<file path="config.mk">
export PLATFORM = sky130hd
export DESIGN_NAME = range_frame_checker_averager_flat
export DESIGN_NICKNAME = d
export VERILOG_FILES = /design/src/design/rfca_pkg.sv /design/src/design/rfca_if.sv /design/src/design/rfca_div.sv /design/src/design/range_frame_checker_averager.sv /design/src/flat_wrapper.sv
export SDC_FILE = /design/constraint.sdc
export NUM_CORES = 1
export LEC_CHECK = 0
export ABC_AREA = 1
export BUFFER_PORTS_ARGS = -buffer_cell sky130_fd_sc_hd__buf_4
export CORE_MARGIN = 2
export CORE_UTILIZATION = 55
export CTS_CLUSTER_DIAMETER = 150
export DETAILED_ROUTE_END_ITERATION = 8
export GPL_TIMING_DRIVEN = 0
export PLACE_DENSITY = 0.72
export RECOVER_POWER = 25
export SYNTH_ARGS = -nofsm -noshare
export SYNTH_HDL_FRONTEND = slang
export SYNTH_SLANG_ARGS = --single-unit
</file>
<file path="constraint.sdc">
create_clock -name i_clk -period 9.3 [get_ports i_clk]
set_input_delay 0 -clock i_clk [delete_from_list [all_inputs] [get_ports i_clk]]
set_output_delay 0 -clock i_clk [all_outputs]
set_load 0.1 [all_outputs]
</file>
<file path="src/design/rfca_pkg.sv">
// ----------------------------------------------------------------------------
// rfca_pkg
// Shared types, codes and constants of the range frame checker / averager.
// ----------------------------------------------------------------------------
package rfca_pkg;

    // Frame layout
    localparam int          FRAME_BYTES = 11;
    localparam int          POS_W       = 4;
    localparam logic [POS_W-1:0] POS_HDR1    = POS_W'(1);
    localparam logic [POS_W-1:0] POS_DIST_LO = POS_W'(2);
    localparam logic [POS_W-1:0] POS_DIST_HI = POS_W'(3);
    localparam logic [POS_W-1:0] POS_STR_LO  = POS_W'(4);
    localparam logic [POS_W-1:0] POS_STR_HI  = POS_W'(5);
    localparam logic [POS_W-1:0] POS_CKSUM   = POS_W'(FRAME_BYTES - 1);
    localparam logic [7:0]  HDR_BYTE    = 8'h59;

    // Sample qualification
    localparam logic [15:0] STRENGTH_MIN  = 16'd100;
    localparam logic [15:0] STRENGTH_SAT  = 16'hFFFF;
    localparam logic [15:0] DIST_MAX_CM   = 16'd1200;
    localparam logic [15:0] DIST_MIN_CM   = 16'd10;
    localparam logic [15:0] OOR_ADD_CM    = 16'd100;

    // Accumulator
    localparam int          SUM_W           = 24;
    localparam int          AVG_W           = 16;
    localparam int          DEF_MAX_SAMPLES = 255;

    // Configuration registers
    localparam int          MAX_RANGE_W   = 15;
    localparam int          TIMEOUT_W     = 16;
    localparam int          APB_ADDR_W    = 3;
    localparam int          APB_DATA_W    = 32;
    localparam logic [MAX_RANGE_W-1:0] DEF_MAX_RANGE = MAX_RANGE_W'(1200);
    localparam logic [TIMEOUT_W-1:0]   DEF_TIMEOUT   = TIMEOUT_W'(200);
    localparam logic REG_MAX_RANGE = 1'b0;
    localparam logic REG_TIMEOUT   = 1'b1;

    // Word codes
    localparam logic REQ_BYTE    = 1'b0;
    localparam logic REQ_UPDATE  = 1'b1;
    localparam logic KIND_FRAME  = 1'b0;
    localparam logic KIND_UPDATE = 1'b1;
    localparam logic [1:0] UPD_NEW     = 2'd0;
    localparam logic [1:0] UPD_TIMEOUT = 2'd1;
    localparam logic [1:0] UPD_NOTHING = 2'd2;

endpackage

</file>
<file path="src/design/rfca_if.sv">
// ----------------------------------------------------------------------------
// rfca request / result channels
// Valid/ready channels carrying input words and result words.
// ----------------------------------------------------------------------------
interface rfca_req_if;
    logic        valid;
    logic        ready;
    logic        req_type;
    logic [7:0]  rx_byte;
    logic [31:0] now_ms;

    modport source (output valid, req_type, rx_byte, now_ms, input ready);
    modport sink   (input valid, req_type, rx_byte, now_ms, output ready);
endinterface

interface rfca_res_if;
    logic        valid;
    logic        ready;
    logic        result_kind;
    logic        frame_good;
    logic [15:0] sample_cm;
    logic [15:0] average_cm;
    logic [1:0]  upd_code;

    modport source (output valid, result_kind, frame_good, sample_cm, average_cm,
                    upd_code, input ready);
    modport sink   (input valid, result_kind, frame_good, sample_cm, average_cm,
                    upd_code, output ready);
endinterface

</file>
<file path="src/design/rfca_div.sv">
// ----------------------------------------------------------------------------
// rfca_div
// Restoring divider, one quotient bit per cycle.
// ----------------------------------------------------------------------------
module rfca_div #(
    parameter int DIVIDEND_W = 24,
    parameter int DIVISOR_W  = 8,
    parameter int QUOT_W     = 16
) (
    input  logic                  i_clk,
    input  logic                  i_rst_n,
    input  logic                  i_start,
    input  logic [DIVIDEND_W-1:0] i_dividend,
    input  logic [DIVISOR_W-1:0]  i_divisor,
    output logic                  o_done,
    output logic [QUOT_W-1:0]     o_quotient
);

    localparam int STEP_W = (DIVIDEND_W > 1) ? $clog2(DIVIDEND_W) : 1;
    localparam logic [STEP_W-1:0] LAST_STEP = STEP_W'(DIVIDEND_W - 1);

    logic                  r_busy;
    logic                  r_done;
    logic [STEP_W-1:0]     r_step;
    logic [DIVIDEND_W-1:0] r_quo;
    logic [DIVISOR_W-1:0]  r_rem;
    logic [DIVISOR_W-1:0]  r_div;

    logic [DIVISOR_W:0]    w_shift;
    logic [DIVISOR_W+1:0]  w_diff;
    logic                  w_bit;

    // partial remainder with next dividend bit shifted in
    assign w_shift = {r_rem, r_quo[DIVIDEND_W-1]};
    assign w_diff  = {1'b0, w_shift} - {2'b00, r_div};
    assign w_bit   = ~w_diff[DIVISOR_W+1];

    always_ff @(posedge i_clk) begin
        if (!i_rst_n) begin
            r_busy <= 1'b0;
            r_done <= 1'b0;
            r_step <= '0;
        end else begin
            r_done <= 1'b0;
            if (i_start) begin
                r_busy <= 1'b1;
                r_step <= '0;
                r_quo  <= i_dividend;
                r_rem  <= '0;
                r_div  <= i_divisor;
            end else if (r_busy) begin
                r_rem  <= w_bit ? w_diff[DIVISOR_W-1:0] : w_shift[DIVISOR_W-1:0];
                r_quo  <= {r_quo[DIVIDEND_W-2:0], w_bit};
                r_step <= r_step + STEP_W'(1);
                if (r_step == LAST_STEP) begin
                    r_busy <= 1'b0;
                    r_done <= 1'b1;
                end
            end
        end
    end

    assign o_done     = r_done;
    assign o_quotient = r_quo[QUOT_W-1:0];

endmodule

</file>
<file path="src/design/range_frame_checker_averager.sv">
// ----------------------------------------------------------------------------
// range_frame_checker_averager
// Ranging sensor frame parser with sample qualification and averaging.
// ----------------------------------------------------------------------------
// Usage:
//   i_req carries one word per handshake: either a received sensor byte
//   (req_type 0) or an update request (req_type 1, with now_ms).
//   o_res returns at most one word per request: a frame verdict on the
//   checksum byte of each frame, and an update answer for each update.
//   Header bytes 0x59 resync the parser; other bytes give no result word.
//   A byte that gives no word passes through S_BYTE back to idle. A
//   checksum byte passes S_BYTE, then S_QUAL on a good frame, and S_EMIT
//   into the output register. An update with samples goes through S_UPD,
//   then S_DIV, where the restoring divider yields one quotient bit per
//   cycle, then S_EMIT; an update with no samples goes from S_UPD straight
//   to S_EMIT.
//   One request is in flight at a time: ready is high only in the idle
//   state, but a finished word may sit in the output register while the
//   next request is taken. If the receiver stalls, the next result waits in
//   a pending stage and no further request is taken until it moves.
//   Reset (synchronous, active low) clears the parser, sum, count, the
//   last-average time and loads the register defaults (max range 1200 cm,
//   timeout 200 ms).
//   APB: register 0 (addr 0) max_range_cm, register 1 (addr 4)
//   nodata_timeout_ms; write only while idle.
// ----------------------------------------------------------------------------
module range_frame_checker_averager
    import rfca_pkg::*;
#(
    parameter int MAX_SAMPLES = DEF_MAX_SAMPLES
) (
    input  logic                  i_clk,
    input  logic                  i_rst_n,
    rfca_req_if.sink              i_req,
    rfca_res_if.source            o_res,
    input  logic                  psel,
    input  logic                  penable,
    input  logic                  pwrite,
    input  logic [APB_ADDR_W-1:0] paddr,
    input  logic [APB_DATA_W-1:0] pwdata,
    output logic [APB_DATA_W-1:0] prdata,
    output logic                  pready
);

    localparam int CNT_W = $clog2(MAX_SAMPLES + 1);
    localparam logic [CNT_W-1:0] CNT_MAX = CNT_W'(MAX_SAMPLES);

    typedef enum logic [2:0] {
        S_IDLE,
        S_BYTE,
        S_QUAL,
        S_UPD,
        S_DIV,
        S_EMIT
    } t_state;

    t_state r_state;

    // config
    logic [MAX_RANGE_W-1:0] r_max_range;
    logic [TIMEOUT_W-1:0]   r_timeout;

    // latched request
    logic [7:0]  r_byte;
    logic [31:0] r_now;

    // parser and accumulator
    logic [POS_W-1:0] r_pos;
    logic [7:0]       r_cks;
    logic [15:0]      r_dist;
    logic [15:0]      r_str;
    logic [SUM_W-1:0] r_sum;
    logic [CNT_W-1:0] r_cnt;
    logic [31:0]      r_last;

    // pending result word
    logic             r_p_kind;
    logic             r_p_good;
    logic [15:0]      r_p_sample;
    logic [AVG_W-1:0] r_p_avg;
    logic [1:0]       r_p_status;

    // output register
    logic             r_o_valid;
    logic             r_o_kind;
    logic             r_o_good;
    logic [15:0]      r_o_sample;
    logic [AVG_W-1:0] r_o_avg;
    logic [1:0]       r_o_status;

    // divider hookup
    logic             w_div_start;
    logic             w_div_done;
    logic [AVG_W-1:0] w_div_quo;

    // qualification
    logic [15:0] w_alt;
    logic [15:0] w_subst;
    logic        w_unreliable;
    logic [15:0] w_sample;

    // timeout check
    logic [31:0] w_elapsed;
    logic        w_timed_out;

    logic w_cfg_wr;
    logic w_out_free;

    assign w_alt        = {1'b0, r_max_range} + OOR_ADD_CM;
    assign w_subst      = (w_alt > DIST_MAX_CM) ? w_alt : DIST_MAX_CM;
    assign w_unreliable = (r_str < STRENGTH_MIN) || (r_str == STRENGTH_SAT) ||
                          (r_dist > DIST_MAX_CM);
    assign w_sample     = w_unreliable ? w_subst :
                          ((r_dist < DIST_MIN_CM) ? DIST_MIN_CM : r_dist);

    // elapsed time wraps modulo 2^32
    assign w_elapsed   = r_now - r_last;
    assign w_timed_out = w_elapsed > {16'd0, r_timeout};

    assign w_div_start = (r_state == S_UPD) && (r_cnt != '0);

    rfca_div #(
        .DIVIDEND_W (SUM_W),
        .DIVISOR_W  (CNT_W),
        .QUOT_W     (AVG_W)
    ) u_div (
        .i_clk      (i_clk),
        .i_rst_n    (i_rst_n),
        .i_start    (w_div_start),
        .i_dividend (r_sum),
        .i_divisor  (r_cnt),
        .o_done     (w_div_done),
        .o_quotient (w_div_quo)
    );

    // APB: always ready, register picked by paddr[2]
    assign pready   = 1'b1;
    assign w_cfg_wr = psel && penable && pwrite;
    assign prdata   = (paddr[2] == REG_TIMEOUT) ? APB_DATA_W'(r_timeout)
                                                : APB_DATA_W'(r_max_range);

    always_ff @(posedge i_clk) begin
        if (!i_rst_n) begin
            r_max_range <= DEF_MAX_RANGE;
            r_timeout   <= DEF_TIMEOUT;
        end else if (w_cfg_wr) begin
            if (paddr[2] == REG_TIMEOUT) begin
                r_timeout <= pwdata[TIMEOUT_W-1:0];
            end else begin
                r_max_range <= pwdata[MAX_RANGE_W-1:0];
            end
        end
    end

    assign i_req.ready = (r_state == S_IDLE);
    assign w_out_free  = !r_o_valid || o_res.ready;

    always_ff @(posedge i_clk) begin
        if (!i_rst_n) begin
            r_state   <= S_IDLE;
            r_pos     <= '0;
            r_cks     <= '0;
            r_sum     <= '0;
            r_cnt     <= '0;
            r_last    <= '0;
            r_o_valid <= 1'b0;
        end else begin
            // word taken; in S_EMIT the next word reloads the register instead
            if (r_o_valid && o_res.ready && (r_state != S_EMIT)) begin
                r_o_valid <= 1'b0;
            end

            case (r_state)
                S_IDLE: begin
                    if (i_req.valid) begin
                        r_byte     <= i_req.rx_byte;
                        r_now      <= i_req.now_ms;
                        r_state    <= (i_req.req_type == REQ_UPDATE) ? S_UPD : S_BYTE;
                    end
                end

                S_BYTE: begin
                    r_p_kind   <= KIND_FRAME;
                    r_p_good   <= 1'b0;
                    r_p_sample <= '0;
                    r_p_avg    <= '0;
                    r_p_status <= UPD_NEW;
                    if ((r_pos <= POS_HDR1) && (r_byte != HDR_BYTE)) begin
                        // lost sync: restart the frame
                        r_pos   <= '0;
                        r_cks   <= '0;
                        r_state <= S_IDLE;
                    end else if (r_pos >= POS_CKSUM) begin
                        r_pos   <= '0;
                        r_cks   <= '0;
                        r_state <= (r_cks == r_byte) ? S_QUAL : S_EMIT;
                    end else begin
                        case (r_pos)
                            POS_DIST_LO: r_dist[7:0]  <= r_byte;
                            POS_DIST_HI: r_dist[15:8] <= r_byte;
                            POS_STR_LO:  r_str[7:0]   <= r_byte;
                            POS_STR_HI:  r_str[15:8]  <= r_byte;
                            default: ;
                        endcase
                        r_cks   <= (r_pos == '0) ? r_byte : r_cks + r_byte;
                        r_pos   <= r_pos + POS_W'(1);
                        r_state <= S_IDLE;
                    end
                end

                S_QUAL: begin
                    r_p_good   <= 1'b1;
                    r_p_sample <= w_sample;
                    // a full accumulator drops the sample
                    if (r_cnt < CNT_MAX) begin
                        r_sum <= r_sum + SUM_W'(w_sample);
                        r_cnt <= r_cnt + CNT_W'(1);
                    end
                    r_state <= S_EMIT;
                end

                S_UPD: begin
                    r_p_kind   <= KIND_UPDATE;
                    r_p_good   <= 1'b0;
                    r_p_sample <= '0;
                    r_p_avg    <= '0;
                    if (r_cnt != '0) begin
                        r_p_status <= UPD_NEW;
                        r_state    <= S_DIV;
                    end else begin
                        r_p_status <= w_timed_out ? UPD_TIMEOUT : UPD_NOTHING;
                        r_state    <= S_EMIT;
                    end
                end

                S_DIV: begin
                    if (w_div_done) begin
                        r_p_avg <= w_div_quo;
                        r_sum   <= '0;
                        r_cnt   <= '0;
                        r_last  <= r_now;
                        r_state <= S_EMIT;
                    end
                end

                S_EMIT: begin
                    if (w_out_free) begin
                        r_o_valid  <= 1'b1;
                        r_o_kind   <= r_p_kind;
                        r_o_good   <= r_p_good;
                        r_o_sample <= r_p_sample;
                        r_o_avg    <= r_p_avg;
                        r_o_status <= r_p_status;
                        r_state    <= S_IDLE;
                    end
                end

                default: r_state <= S_IDLE;
            endcase
        end
    end

    assign o_res.valid       = r_o_valid;
    assign o_res.result_kind = r_o_kind;
    assign o_res.frame_good  = r_o_good;
    assign o_res.sample_cm   = r_o_sample;
    assign o_res.average_cm  = r_o_avg;
    assign o_res.upd_code    = r_o_status;

endmodule
</file>
<file path="src/flat_wrapper.sv">
// flat-port wrapper written by rule: the top's interface ports become plain ports
module range_frame_checker_averager_flat import rfca_pkg::*;
#(
    parameter int MAX_SAMPLES = DEF_MAX_SAMPLES
)
  (i_clk, i_rst_n, psel, penable, pwrite, paddr, pwdata, prdata, pready, i_req_valid, i_req_req_type, i_req_rx_byte, i_req_now_ms, i_req_ready, o_res_valid, o_res_result_kind, o_res_frame_good, o_res_sample_cm, o_res_average_cm, o_res_upd_code, o_res_ready);
  rfca_req_if i_req_i ();
  rfca_res_if o_res_i ();
  input  logic i_clk;
  input  logic i_rst_n;
  input  logic psel;
  input  logic penable;
  input  logic pwrite;
  input  logic [APB_ADDR_W-1:0] paddr;
  input  logic [APB_DATA_W-1:0] pwdata;
  output logic [APB_DATA_W-1:0] prdata;
  output logic pready;
  input wire logic [$bits(i_req_i.valid)-1:0] i_req_valid;
  input wire logic [$bits(i_req_i.req_type)-1:0] i_req_req_type;
  input wire logic [$bits(i_req_i.rx_byte)-1:0] i_req_rx_byte;
  input wire logic [$bits(i_req_i.now_ms)-1:0] i_req_now_ms;
  output wire logic [$bits(i_req_i.ready)-1:0] i_req_ready;
  output wire logic [$bits(o_res_i.valid)-1:0] o_res_valid;
  output wire logic [$bits(o_res_i.result_kind)-1:0] o_res_result_kind;
  output wire logic [$bits(o_res_i.frame_good)-1:0] o_res_frame_good;
  output wire logic [$bits(o_res_i.sample_cm)-1:0] o_res_sample_cm;
  output wire logic [$bits(o_res_i.average_cm)-1:0] o_res_average_cm;
  output wire logic [$bits(o_res_i.upd_code)-1:0] o_res_upd_code;
  input wire logic [$bits(o_res_i.ready)-1:0] o_res_ready;
  assign i_req_i.valid = i_req_valid;
  assign i_req_i.req_type = i_req_req_type;
  assign i_req_i.rx_byte = i_req_rx_byte;
  assign i_req_i.now_ms = i_req_now_ms;
  assign i_req_ready = i_req_i.ready;
  assign o_res_valid = o_res_i.valid;
  assign o_res_result_kind = o_res_i.result_kind;
  assign o_res_frame_good = o_res_i.frame_good;
  assign o_res_sample_cm = o_res_i.sample_cm;
  assign o_res_average_cm = o_res_i.average_cm;
  assign o_res_upd_code = o_res_i.upd_code;
  assign o_res_i.ready = o_res_ready;
  range_frame_checker_averager #(.MAX_SAMPLES(MAX_SAMPLES)) u_core (.i_clk(i_clk), .i_rst_n(i_rst_n), .i_req(i_req_i), .o_res(o_res_i), .psel(psel), .penable(penable), .pwrite(pwrite), .paddr(paddr), .pwdata(pwdata), .prdata(prdata), .pready(pready));
endmodule
</file>
# Word level (Yosys, flattened, before mapping)
# Index checks and enable logic that the tools add are counted.
[word_totals]
regBits = 302
in_bits = 83
word_cells = 151
out_inout_bits = 71
[op_classes]
magnitude_cmp = 8
n_reduce_logical = 37
mux = 43
bitwise = 6
n_eq_ne = 18
add_sub_neg = 8
[ops]
columns = ["op", "count"]
rows = [
  ["$mux 24", 4],
  ["$mux 16", 5],
  ["$pmux 16 s2", 2],
  ["$mux 8", 7],
  ["$pmux 24 s2", 1],
  ["$gt 16x11->1 const B", 2],
  ["$gt 32x16->1", 1],
  ["$sub 32x32->32", 1],
  ["$add 24x16->24", 1],
  ["$reduce_and 5->1", 4],
  ["$mux 3", 6],
  ["$pmux 3 s6", 1],
  ["$add 15x7->16 const B", 1],
  ["$eq 16x16->1 const B", 1],
  ["$lt 16x4->1 const B", 1],
  ["$lt 16x7->1 const B", 1],
  ["$pmux 8 s2", 1],
  ["$reduce_and 3->1", 5],
  ["$reduce_and 2->1", 7],
  ["$reduce_bool 2->1", 5],
  ["$sub 9x8->10", 1],
  ["$add 8x1->8 const B", 1],
  ["$add 8x8->8", 1],
  ["$eq 4x2->1 const B", 2],
  ["other kinds (29)", 58],
]

# Logic depth before layout (Yosys ltp)
# Gate-level depths: netlist of the first run.
[depth]
depth_word = 7
depth_mapped = 29

# By module
# Synthesis of the first run repeated with hierarchy kept, for this count alone.
[unflattened]
cells_unflattened = 2055
area_unflattened_um2 = 16619.7
[by_module_without_submodules]
columns = ["mod", "seq_area_each_um2", "area_per_inst_um2", "cells_per_inst", "instances"]
rows = [
  ["range_frame_checker_averager", 6546.3, 14089.8, 1764, 1],
  ["rfca_div", 1341.3, 2529.9, 291, 1],
]

# Least setup slack after synthesis of the first run
# OpenSTA, ideal clock, no wires.
[synth_timing]
path_kind = "register -> register"
startpoint = "register u_core.r_state[1]"
endpoint = "register u_core.r_byte[0], enable pin"
path_slack_ns = 3.966
setup_ns = 0.487
t_arrival_ns = 4.848
stages_incl_launch_ff = 6
period_less_slack_ns = 5.334
cell_sequence = "dfxtp_1 nor2_1 inv_2 nor2_1 inv_1 nor3_1"
[synth_via]
elab_chain_cells = 2
[synth_rtl]
columns = ["item", "line", "text"]
rows = [
  ["start, declared", "range_frame_checker_averager.sv:57", "t_state r_state;"],
  ["start signal, assigned", "range_frame_checker_averager.sv:178", "r_state <= (i_req.req_type == REQ_UPDATE) ? S_UPD : S_BYTE;"],
  ["start signal, assigned", "range_frame_checker_averager.sv:196", "r_state <= (r_cks == r_byte) ? S_QUAL : S_EMIT;"],
  ["$logic_not 3->1", "n/a", ""],
  ["via i_req_ready", "flat_wrapper.sv:22", "output wire logic [$bits(i_req_i.ready)-1:0] i_req_ready;"],
  ["$reduce_and 3->1 (no source line)", "n/a", ""],
  ["end signal, assigned", "range_frame_checker_averager.sv:176", "r_byte <= i_req.rx_byte;"],
  ["end, declared", "range_frame_checker_averager.sv:64", "logic [7:0] r_byte;"],
]
# The timed path passes the listed nets, and every way through them passes these cells.
# A chain may end at the register's enable or synchronous reset.

# Worst setup path after layout of the first run
[layout_timing]
startpoint = "register u_core.r_dist[9]"
endpoint = "register u_core.r_sum[16]"
[layout_via]
elab_chain_cells = 6
[layout_rtl]
columns = ["item", "line", "text"]
rows = [
  ["start, declared", "range_frame_checker_averager.sv:70", "logic [15:0] r_dist;"],
  ["start signal, assigned", "range_frame_checker_averager.sv:200", "POS_DIST_HI: r_dist[15:8] <= r_byte;"],
  ["$lt 16x4->1 or $gt 16x11->1 (tied branches)", "range_frame_checker_averager.sv:114, range_frame_checker_averager.sv:112", ""],
  ["$mux 16 or $logic_or 1x1->1 (tied branches)", "range_frame_checker_averager.sv:114, range_frame_checker_averager.sv:111", ""],
  ["$mux 16 (*)", "range_frame_checker_averager.sv:113", "assign w_sample = w_unreliable ? w_subst :"],
  ["via u_core.w_sample[0]", "range_frame_checker_averager.sv:100", "logic [15:0] w_sample;"],
  ["$add 24x16->24 (*)", "range_frame_checker_averager.sv:216", "r_sum <= r_sum + SUM_W'(w_sample);"],
  ["$mux 24 (*)", "range_frame_checker_averager.sv:215", "if (r_cnt < CNT_MAX) begin"],
  ["$pmux 24 s2 (*)", "range_frame_checker_averager.sv:173", "case (r_state)"],
  ["end signal, assigned", "range_frame_checker_averager.sv:216", ""],
  ["end, declared", "range_frame_checker_averager.sv:72", "logic [SUM_W-1:0] r_sum;"],
]
# The timed path passes the listed nets; every way through them passes the cells marked *. The select of a mux whose other input is x is not followed.

==> results.ini, run 1 <==
[outcome]
status=finished clean

[place]
placedInstanceArea_mm2=0.0178
dp_hpwl_mm=31.5
dp.cells=2487
place.gp.congestion=0.953
portBuffers=117

[floorplanning]
core_area_mm2=0.0289
initial_utilization=0.562
die_h_um=176
die_w_um=176
io_pins=154
die_area_mm2=0.0309
row_count=62

[detailed_routing]
routed_wl_mm=41.2
met1_length_mm=17.9
dr.pass1.iters=6
drc_errors=0
dr.first_iter.drc_count=1116
route.vias.total=13800
top_layer=met4
drt-vias-per-instance=5.27
wl_met3_mm=2.27
avgRoutedWirePerCell_um=15.8
wl_met2_mm=19.8
ant_nets=0

[synthesis]
ys_async_sr_fraction=0
synth_edf_count=184
synth_area_mm2=0.0163
yosysUniqueCellTypes=56
yosys_warnings=0
yosysSeqAreaShare=0.485
synth_ff_type=edfxtp_1
postSynthCellCount=1965
syn_avg_cell_area_um2=8.27
ys_seq_elements=302

[grt]
grt_max_degree=32
antenna_found_initial=0
grt_pass1_vias=13400
overflow=0
track_usage=0.269
grt_pass1_wl_mm=66.5

[clock_tree]
clockBufferDepth=3
root_buffer=clkbuf_16
htree_levels=1
insertion_delay_ns=0.59
post_cts_resized=0
cts_tree=built
clkTransAtPathRegs_ns=0.06
cts_made_buffers=31
postCtsSetupBuffers=0
cts_num_sinks=302

[timing]
finalSetupViolCount=0
hold_viol=0
tightest_slew_ns=1.18
setup_tns_ns=0
fmax_ghz=0.234
period_minus_slack_ns=4.28
slew_viol_final=0
finalClockSkew_ns=0.0230
slew_headroom=0.214
fin_crit_sh=0.460
rsz0062_at_grt=false

[cells_and_area]
finalNonFillerCells=2609
antennaDiodeCount=0
seqCellArea_mm2=0.00789
fin_nets=2379
fin_area_mm2=0.0194
areaGrowthSynthToFinish_pct=19.3
n_fill_cell=2408
multi_input_area_mm2=0.00700
drive_gt1_frac=0.111
final_core_util=0.670

[job]
max-cap-violations=0

[power]
finalPower_mw=3.68
ir_worst_vdd_uv=169
p_leak_nw=8.37
p_per_area_mw_per_mm2=190

[worst_setup_path]
critPathMaxFanout=10
rr_startpoint=u_core.r_dist[9]
worst_ep_arrival_time_ns=4.77
required_ns=9.80
crit_path_start=u_core.r_dist[9]
crit_type=flip-flop to flip-flop
cp-end-kind=flip-flop
start_kind=flip-flop

[hold_path]
hold_class=primary input to flip-flop
min_from=i_req_now_ms[11]

path summary, 6_finish.rpt:
kind	end	slack, ns	depth (start not counted)
min	u_core.r_now[11]	0.14	2
min reg2reg	u_core.o_res.sample_cm[8]	0.42	0
max reg2reg	u_core.r_sum[16]	5.02	25
max	u_core.r_sum[16]	5.02	25
what timing repair did:
| action | in CTS | in global routing |
|---|---|---|
| endpoints found under the hold margin | 88 | 0 |
| hold buffers | 64 | 0 |
| endpoints found under the setup margin | 0 | 0 |
registers in the layout, summed over array words and instances, names as in the netlist, 15 cells and up:
signal and cells:
u_core.r_last 32, u_core.r_sum 24, u_core.r_p_avg 16, u_core.r_dist 16, u_core.r_timeout 16, u_core.o_res.sample_cm 16
u_core.r_now 32, u_core.o_res.average_cm 16, u_core.r_max_range 15, u_core.r_p_sample 16, u_core.r_str 16, u_core.u_div.r_quo 24
cell type report:
cell class	count	area share
flip-flops and latches	302	0.407
multi-input cells	1313	0.361
repair buffers	187	0.0785
inverters	306	0.0593
clock buffers	37	0.0422
well taps	384	0.0248
plain buffers	59	0.0161
clock inverters	21	0.0117
cell families after synthesis:
family | Yosys count | synth area share
AO/OA/AOI/OAI | 356 | 0.116
buffers and inverters | 365 | 0.0899
other | 2 | 0.000462
flip-flops | 302 | 0.485
multiplexers | 1 | 0.000616
AND/OR/NAND/NOR | 807 | 0.213
adder cells (fa/ha/maj) | 96 | 0.0757
XOR/XNOR | 36 | 0.0194
critical path: stages, from the launching register on:
cell,delay [ns]
edfxtp_1,0.46
or2_1,0.31
nor4_2,0.26
o211ai_1,0.13
nand2_1,0.08
nand2_1,0.05
nand2_2,0.15
inv_2,0.11
buf_2,0.21
nor2_1,0.15
nand2_2,0.11
nand2_1,0.08
ha_1,0.21
inv_1,0.07
fa_1,0.42
inv_1,0.11
nand3_1,0.07
nand2_1,0.10
nand3_1,0.08
nand2_1,0.11
nand3_1,0.11
nand2_1,0.12
a21oi_1,0.11
o21bai_1,0.29
nand3_1,0.12
a21oi_1,0.16
cells in the mapped netlist, types with 3 or more instances:
library cell / count / area [µm²]
a211oi_1: 6 / 45.0
a21oi_1: 169 / 846
a21oi_2: 5 / 43.8
a31oi_1: 5 / 31.3
and2_1: 3 / 18.8
buf_2: 6 / 30.0
buf_4: 18 / 135
clkbuf_1: 33 / 124
dfxtp_1: 118 / 2360
edfxtp_1: 184 / 5530
fa_1: 4 / 80.1
ha_1: 92 / 1150
inv_1: 298 / 1120
inv_2: 6 / 22.5
nand2_1: 450 / 1690
nand2_2: 19 / 119
nand3_1: 83 / 415
nand3_2: 4 / 40.0
nand3b_1: 5 / 37.5
nand4_1: 16 / 100
nor2_1: 151 / 567
nor2_2: 7 / 43.8
nor3_1: 33 / 165
nor4_1: 13 / 81.3
o211ai_1: 4 / 30.0
o21ai_0: 149 / 746
o21bai_1: 4 / 30.0
or2_2: 11 / 68.8
xnor2_1: 5 / 43.8
xor2_1: 31 / 272
report_power, final:
part           switching (mW)  total, mW  internal [mW]
clock                   0.540       1.26          0.721
combinational           0.576      0.833          0.257
sequential             0.0551       1.59           1.53
total                    1.17       3.68           2.51
cells in the final DEF (no fill, tap or decap), types with 6 or more instances in the layout:
cell type | Yosys | final
a21oi_1 | 169 | 168
edfxtp_1 | 184 | 184
ha_1 | 92 | 92
nor2_2 | 7 | 7
nor2_1 | 151 | 150
inv_2 | 6 | 6
nor3_1 | 33 | 31
buf_4 | 18 | 77
nand2_1 | 450 | 450
o21ai_0 | 149 | 148
buf_2 | 6 | 6
dlygate4sd3_1 | 0 | 64
clkbuf_1 | 33 | 58
inv_1 | 298 | 298
clkbuf_4 | 0 | 38
xor2_1 | 31 | 31
or2_2 | 11 | 11
a21oi_2 | 5 | 6
nor4_1 | 13 | 13
nand4_1 | 16 | 16
nand3_1 | 83 | 83
conb_1 | 2 | 17
dfxtp_1 | 118 | 118
clkbuf_16 | 0 | 31
a211oi_1 | 6 | 6
nand2_2 | 19 | 19
clkinv_2 | 1 | 7
metal layers:
metal  vias to the layer above  global-route usage
met5                         -                   0
met4                         0              0.0868
met1                      6316               0.349
met2                       426               0.472
met3                        94              0.0294
li1                       6922                   -
metrics by stage:
stage	worst slack, ns	hold slack (ns)
after floorplan	3.97	0.0989
after global placement	3.52	0.178
after detailed placement	5.12	0.179
after CTS	5.09	0.100
after global routing	4.67	0.135
final	5.02	0.141
(Power assumes the default switching activity.)
==> run 2: changes to the inputs <==
==> constraint.sdc (replaced) <==
create_clock -name i_clk -period 4.03 [get_ports i_clk]
set_input_delay 0 -clock i_clk [delete_from_list [all_inputs] [get_ports i_clk]]
set_output_delay 0 -clock i_clk [all_outputs]
set_load 0.1 [all_outputs]
==> results.ini, run 2 (synthesis gave the netlist of run 1 again) <==
[grt]
grt-busiest-layer=met2
grt_pass1_wl_mm=65.4
grt_max_degree=32
antenna_found_initial=2
use_met2=0.453
track_usage=0.264
use_met3=0.0357
grt_pass1_vias=13200
met1_usage=0.343
overflow=0

[detailed_routing]
route.vias.total=13700
drc_errors=0
drt-vias-per-instance=5.26
dr.first_iter.drc_count=1022
ant_nets=0
dr.pass1.iters=6
avgRoutedWirePerCell_um=15.5
routed_wl_mm=40.6

[timing]
rsz0062_at_grt=false
fmax_ghz=0.265
fin_crit_sh=0.938
tightest_slew_ns=1.20
finalSetupViolCount=0
hold_slack_ns=0.146
slew_viol_final=0
slew_headroom=0.205
finalClockSkew_ns=0.0180
hold_viol=0
period_minus_slack_ns=3.78
setup_slack_ns=0.252
setup_tns_ns=0

[power]
p_per_area_mw_per_mm2=440
p_leak_nw=8.39
ir_worst_vdd_uv=419
finalPower_mw=8.58

[cells_and_area]
final_common_cell=nand2_1
areaGrowthSynthToFinish_pct=20.1
fin_nets=2379
multi_input_area_mm2=0.00706
seqCellArea_mm2=0.00790
antennaDiodeCount=0
top_regs=u_core.r_last: 32 flops, u_core.r_now: 32 flops
n_fill_cell=2431
layout_common_cells=nand2_1, inv_1, edfxtp_1, a21oi_1, nor2_1
drive_gt1_frac=0.117
final_core_util=0.675

[hold_path]
hold_depth=3
hold_class=primary input to flip-flop

[clock_tree]
insertion_delay_ns=0.57
root_buffer=clkbuf_16
htree_levels=1
clkTransAtPathRegs_ns=0.07
cts_num_sinks=302
cts_made_buffers=31
clockBufferDepth=3
cts_tree=built

[worst_setup_path]
crit_path_start=u_core.r_max_range[2]
max_stage_delay_ns=0.39
start_kind=flip-flop
critical_path.top_delay_family=simple AND/OR/NAND/NOR gates
crit_top_cell=nand2_2
r2r_setup_slack_ns=0.25
rr_endpoint=u_core.r_sum[16]
worst_ep_arrival_time_ns=4.27
crit_type=flip-flop to flip-flop
cp-end-kind=flip-flop
rr_startpoint=u_core.r_max_range[2]
required_ns=4.52
critical_path.slowest_cell=dfxtp_4
timing.critical_path.to=u_core.r_sum[16]
critPathMaxFanout=10
path_depth=28
worstRegToRegCells=28
cp_num_buf_inv=4

[place]
dp_hpwl_mm=31.2
portBuffers=117
dp_slack_ns=-0.207
place.gp.congestion=0.939

[floorplanning]
io_pins=154
core_area_mm2=0.0289
row_count=62
die_h_um=176
die_w_um=176
initial_utilization=0.562
die_area_mm2=0.0309

[outcome]
status=finished clean

[job]
max-cap-violations=0

## run 2: what timing repair did
action,4_1_cts,5_1_grt
hold buffers,64,0
pin swaps,1,1
setup buffers,2,0
endpoints found under the hold margin,90,0
resized for setup,4,18
endpoints found under the setup margin,3,9
cloned,0,0
## run 2: cell type report
cell class | count | share of cell area
sequential | 302 | 0.405
multi-input combinational | 1313 | 0.362
timing repair buffer | 188 | 0.0793
inverter | 306 | 0.0590
clock buffer | 38 | 0.0421
tap | 384 | 0.0246
buffer | 58 | 0.0159
clock inverter | 20 | 0.0129
## run 2: worst min path at each step
stage                              to  slack [ns]              from
2_1_floorplan        u_core.r_byte[0]         0.1  i_req_rx_byte[0]
3_3_place_gp          u_core.r_now[5]        0.18   i_req_now_ms[5]
3_5_place_dp         u_core.r_now[22]        0.18  i_req_now_ms[22]
4_1_cts        u_core.r_max_range[10]        0.11          paddr[2]
5_1_grt              u_core.r_now[31]        0.16  i_req_now_ms[31]
6_report        u_core.r_max_range[7]        0.15          paddr[2]
## run 2: routing by layer
| layer | part of all wire | vias to the layer above | wire (µm) |
|---|---|---|---|
| met1 | 0.44 | 6337 | 17700 |
| met4 | 0.038 | 2 | 1530 |
| met5 | 0.00027 | - | 11 |
| li1 | - | 6919 | - |
| met3 | 0.059 | 82 | 2390 |
| met2 | 0.47 | 392 | 19000 |
## run 2: through the flow
step | area (µm²) | instances
after floorplan | 16300 | 1980
after global placement | 17700 | 2481
after detailed placement | 17800 | 2486
after CTS | 19500 | 2609
after global routing | 19500 | 2609
final | 19500 | 2609
## run 2: worst register-to-register path: cells and delay by family, from the launching register on
kind            cells  cell delay [ns]
buf+inv             4             0.43
xor+xnor            1             0.18
compound gates      3             0.49
fa+ha+maj           3             0.77
simple gates       17             1.47
flops               1             0.39
## run 2: where the power goes
| part | internal, mW | switching, mW |
|---|---|---|
| clock network | 1.78 | 1.21 |
| logic | 0.596 | 1.34 |
| registers | 3.54 | 0.125 |
==> run 3: changes to the inputs <==
--- a/config.mk
+++ b/config.mk
@@ -5,7 +5,6 @@
 export SDC_FILE = /design/constraint.sdc
 export NUM_CORES = 1
 export LEC_CHECK = 0
-export ABC_AREA = 1
 export BUFFER_PORTS_ARGS = -buffer_cell sky130_fd_sc_hd__buf_4
 export CORE_MARGIN = 2
 export CORE_UTILIZATION = 55
==> results.ini, run 3 <==
[synthesis]
syn_avg_cell_area_um2=10.2
yosysUniqueCellTypes=84
synth_edf_count=184
synth_top_area_frac=0.361
synth_common_cells=nand2_1, edfxtp_1, nor2_1
synth_area_mm2=0.0153
yosys_warnings=0
postSynthCellCount=1505
yosys.area.top_type=edfxtp_1
synth_ff_type=edfxtp_1
synth_area_leaders=edfxtp_1, dfxtp_1, ha_1
yosysSeqAreaShare=0.515
ys_async_sr_fraction=0
ys_seq_elements=302
synthMostInstantiatedCell=nand2_1

[worst_setup_path]
cp-end-kind=flip-flop
worstRegToRegCells=21
start_kind=flip-flop
crit_path_start=u_core.r_now[0]
rr_startpoint=u_core.r_now[0]
r2r_setup_slack_ns=-0.55
required_ns=4.33
rr_endpoint=u_core.r_p_status[0]
timing.critical_path.to=u_core.r_p_status[0]
critPathMaxFanout=3
crit_type=flip-flop to flip-flop
worst_ep_arrival_time_ns=4.88

[clock_tree]
cts_tree=built
cts_num_sinks=302
root_buffer=clkbuf_16
cts_made_buffers=31
insertion_delay_ns=0.57
htree_levels=1
clkTransAtPathRegs_ns=0.07
clockBufferDepth=3

[power]
finalPower_mw=8.05
p_leak_nw=7.29
ir_worst_vdd_uv=345
p_per_area_mw_per_mm2=420

[detailed_routing]
top_layer=met4
dr.first_iter.drc_count=758
wl_met2_mm=17.6
ant_nets=0
drc_errors=0
routed_wl_mm=36.2
met1_length_mm=15.4
route.vias.total=11900
avgRoutedWirePerCell_um=16.6
drt-vias-per-instance=5.44
wl_met3_mm=1.86
dr.pass1.iters=5

[outcome]
status=finished with violations
violations=setup timing

[grt]
grt_pass1_wl_mm=57.0
overflow=0
grt_max_degree=34
grt_pass1_vias=11400
antenna_found_initial=0
track_usage=0.246

[cells_and_area]
fin_nets=1957
top_regs=u_core.r_last: 32 flops, u_core.r_now: 32 flops
finalNonFillerCells=2180
areaGrowthSynthToFinish_pct=25.3
antennaDiodeCount=0
drive_gt1_frac=0.188
fin_area_mm2=0.0192
final_common_cell=nand2_1
layout_common_cells=nand2_1, edfxtp_1, nor2_1, dfxtp_1, a21oi_1
final_core_util=0.696

[floorplanning]
core_area_mm2=0.0276
die_w_um=171
row_count=61
io_pins=154
die_area_mm2=0.0292
initial_utilization=0.555
die_h_um=171

[place]
portBuffers=118
dp.cells=2020
place.gp.congestion=0.938
dp_hpwl_mm=25.6
placedInstanceArea_mm2=0.0169
dp_slack_ns=-0.893

[timing]
rsz0062_at_grt=true
setup_slack_ns=-0.551
setup_tns_ns=-2.45
period_minus_slack_ns=4.58
slew_viol_final=0
finalSetupViolCount=10
tightest_slew_ns=1.18
fmax_ghz=0.218
slew_headroom=0.218
hold_viol=0
fin_crit_sh=1.14
finalClockSkew_ns=0.0224
hold_slack_ns=0.0233

[job]
max-cap-violations=0

[hold_path]
hold_class=primary input to flip-flop

[run 3: cell types whose count changed after synthesis, sizes merged, moves of 28 or more]
cell   delta
xnor2    +38
nand3    -55
a21oi    -46
inv     -216
a21o     +28
mux2     +37
o21ai    -95
nand2   -267
[run 3: repair_timing]
item,4_1_cts,5_1_grt
gates resized for setup,55,32
pin swaps,37,24
hold endpoints to repair,83,0
hold buffers,70,0
setup endpoints to repair,19,16
buffers inserted,27,10
[run 3: critical path: stages, from the launching register on]
cell and delay [ns]:
edfxtp_1 0.40, inv_1 0.07, ha_2 0.19, inv_2 0.04, fa_2 0.33, a21o_1 0.18, nand4_1 0.19, a21boi_2 0.10
a221o_1 0.35, a21oi_2 0.16, xnor2_1 0.13, ha_1 0.25, nand4_1 0.22, buf_4 0.18, a211oi_2 0.05, a2111oi_4 0.21
a21oi_2 0.11, a2111oi_2 0.36, nand4_1 0.16, a2111oi_2 0.27, nand4_1 0.21, nor2b_4 0.17
[run 3: how the worst min path moves through the flow]
stage                           startpoint  cells past startpoint                   end  slack [ns]
final                               pwrite                      5   u_core.r_timeout[2]        0.02
after global routing                pwrite                      5  u_core.r_timeout[11]        0.05
after detailed placement   i_req_now_ms[3]                      1       u_core.r_now[3]        0.18
after global placement    i_req_now_ms[17]                      1      u_core.r_now[17]        0.18
after CTS                           pwrite                      5   u_core.r_timeout[4]      0.0006
after floorplan           i_req_rx_byte[0]                      0      u_core.r_byte[0]         0.1
[run 3: final cells by class]
class,count,area (µm²)
fillers,2036,8380
flip-flops and latches,302,7900
multi-input cells,1057,7200
repair buffers,227,1880
clock buffers,34,787
well taps,378,473
plain buffers,71,347
inverters,88,333
clock inverters,23,256
[run 3: report_power, final]
group	leakage [nW]	internal [mW]	switching [mW]
clock	0.503	1.73	1.21
sequential	2.63	3.48	0.0964
combinational	4.16	0.542	0.988
total	7.29	5.75	2.30
[run 3: cells by family after synthesis]
logic type      count (synthesis)  share of synthesized area
fa+ha+maj                      96                     0.0805
flops                         302                      0.515
simple gates                  524                      0.158
buf+inv                       161                     0.0446
other cells                     2                   0.000491
xor+xnor                       69                     0.0395
mux                            49                     0.0353
compound gates                302                      0.126
[run 3: per-layer routing]
layer | vias to the layer above | GRT usage
li1 | 5864 | -
met1 | 5565 | 0.310
met2 | 342 | 0.428
met3 | 90 | 0.0370
met4 | 0 | 0.0903
met5 | - | 0
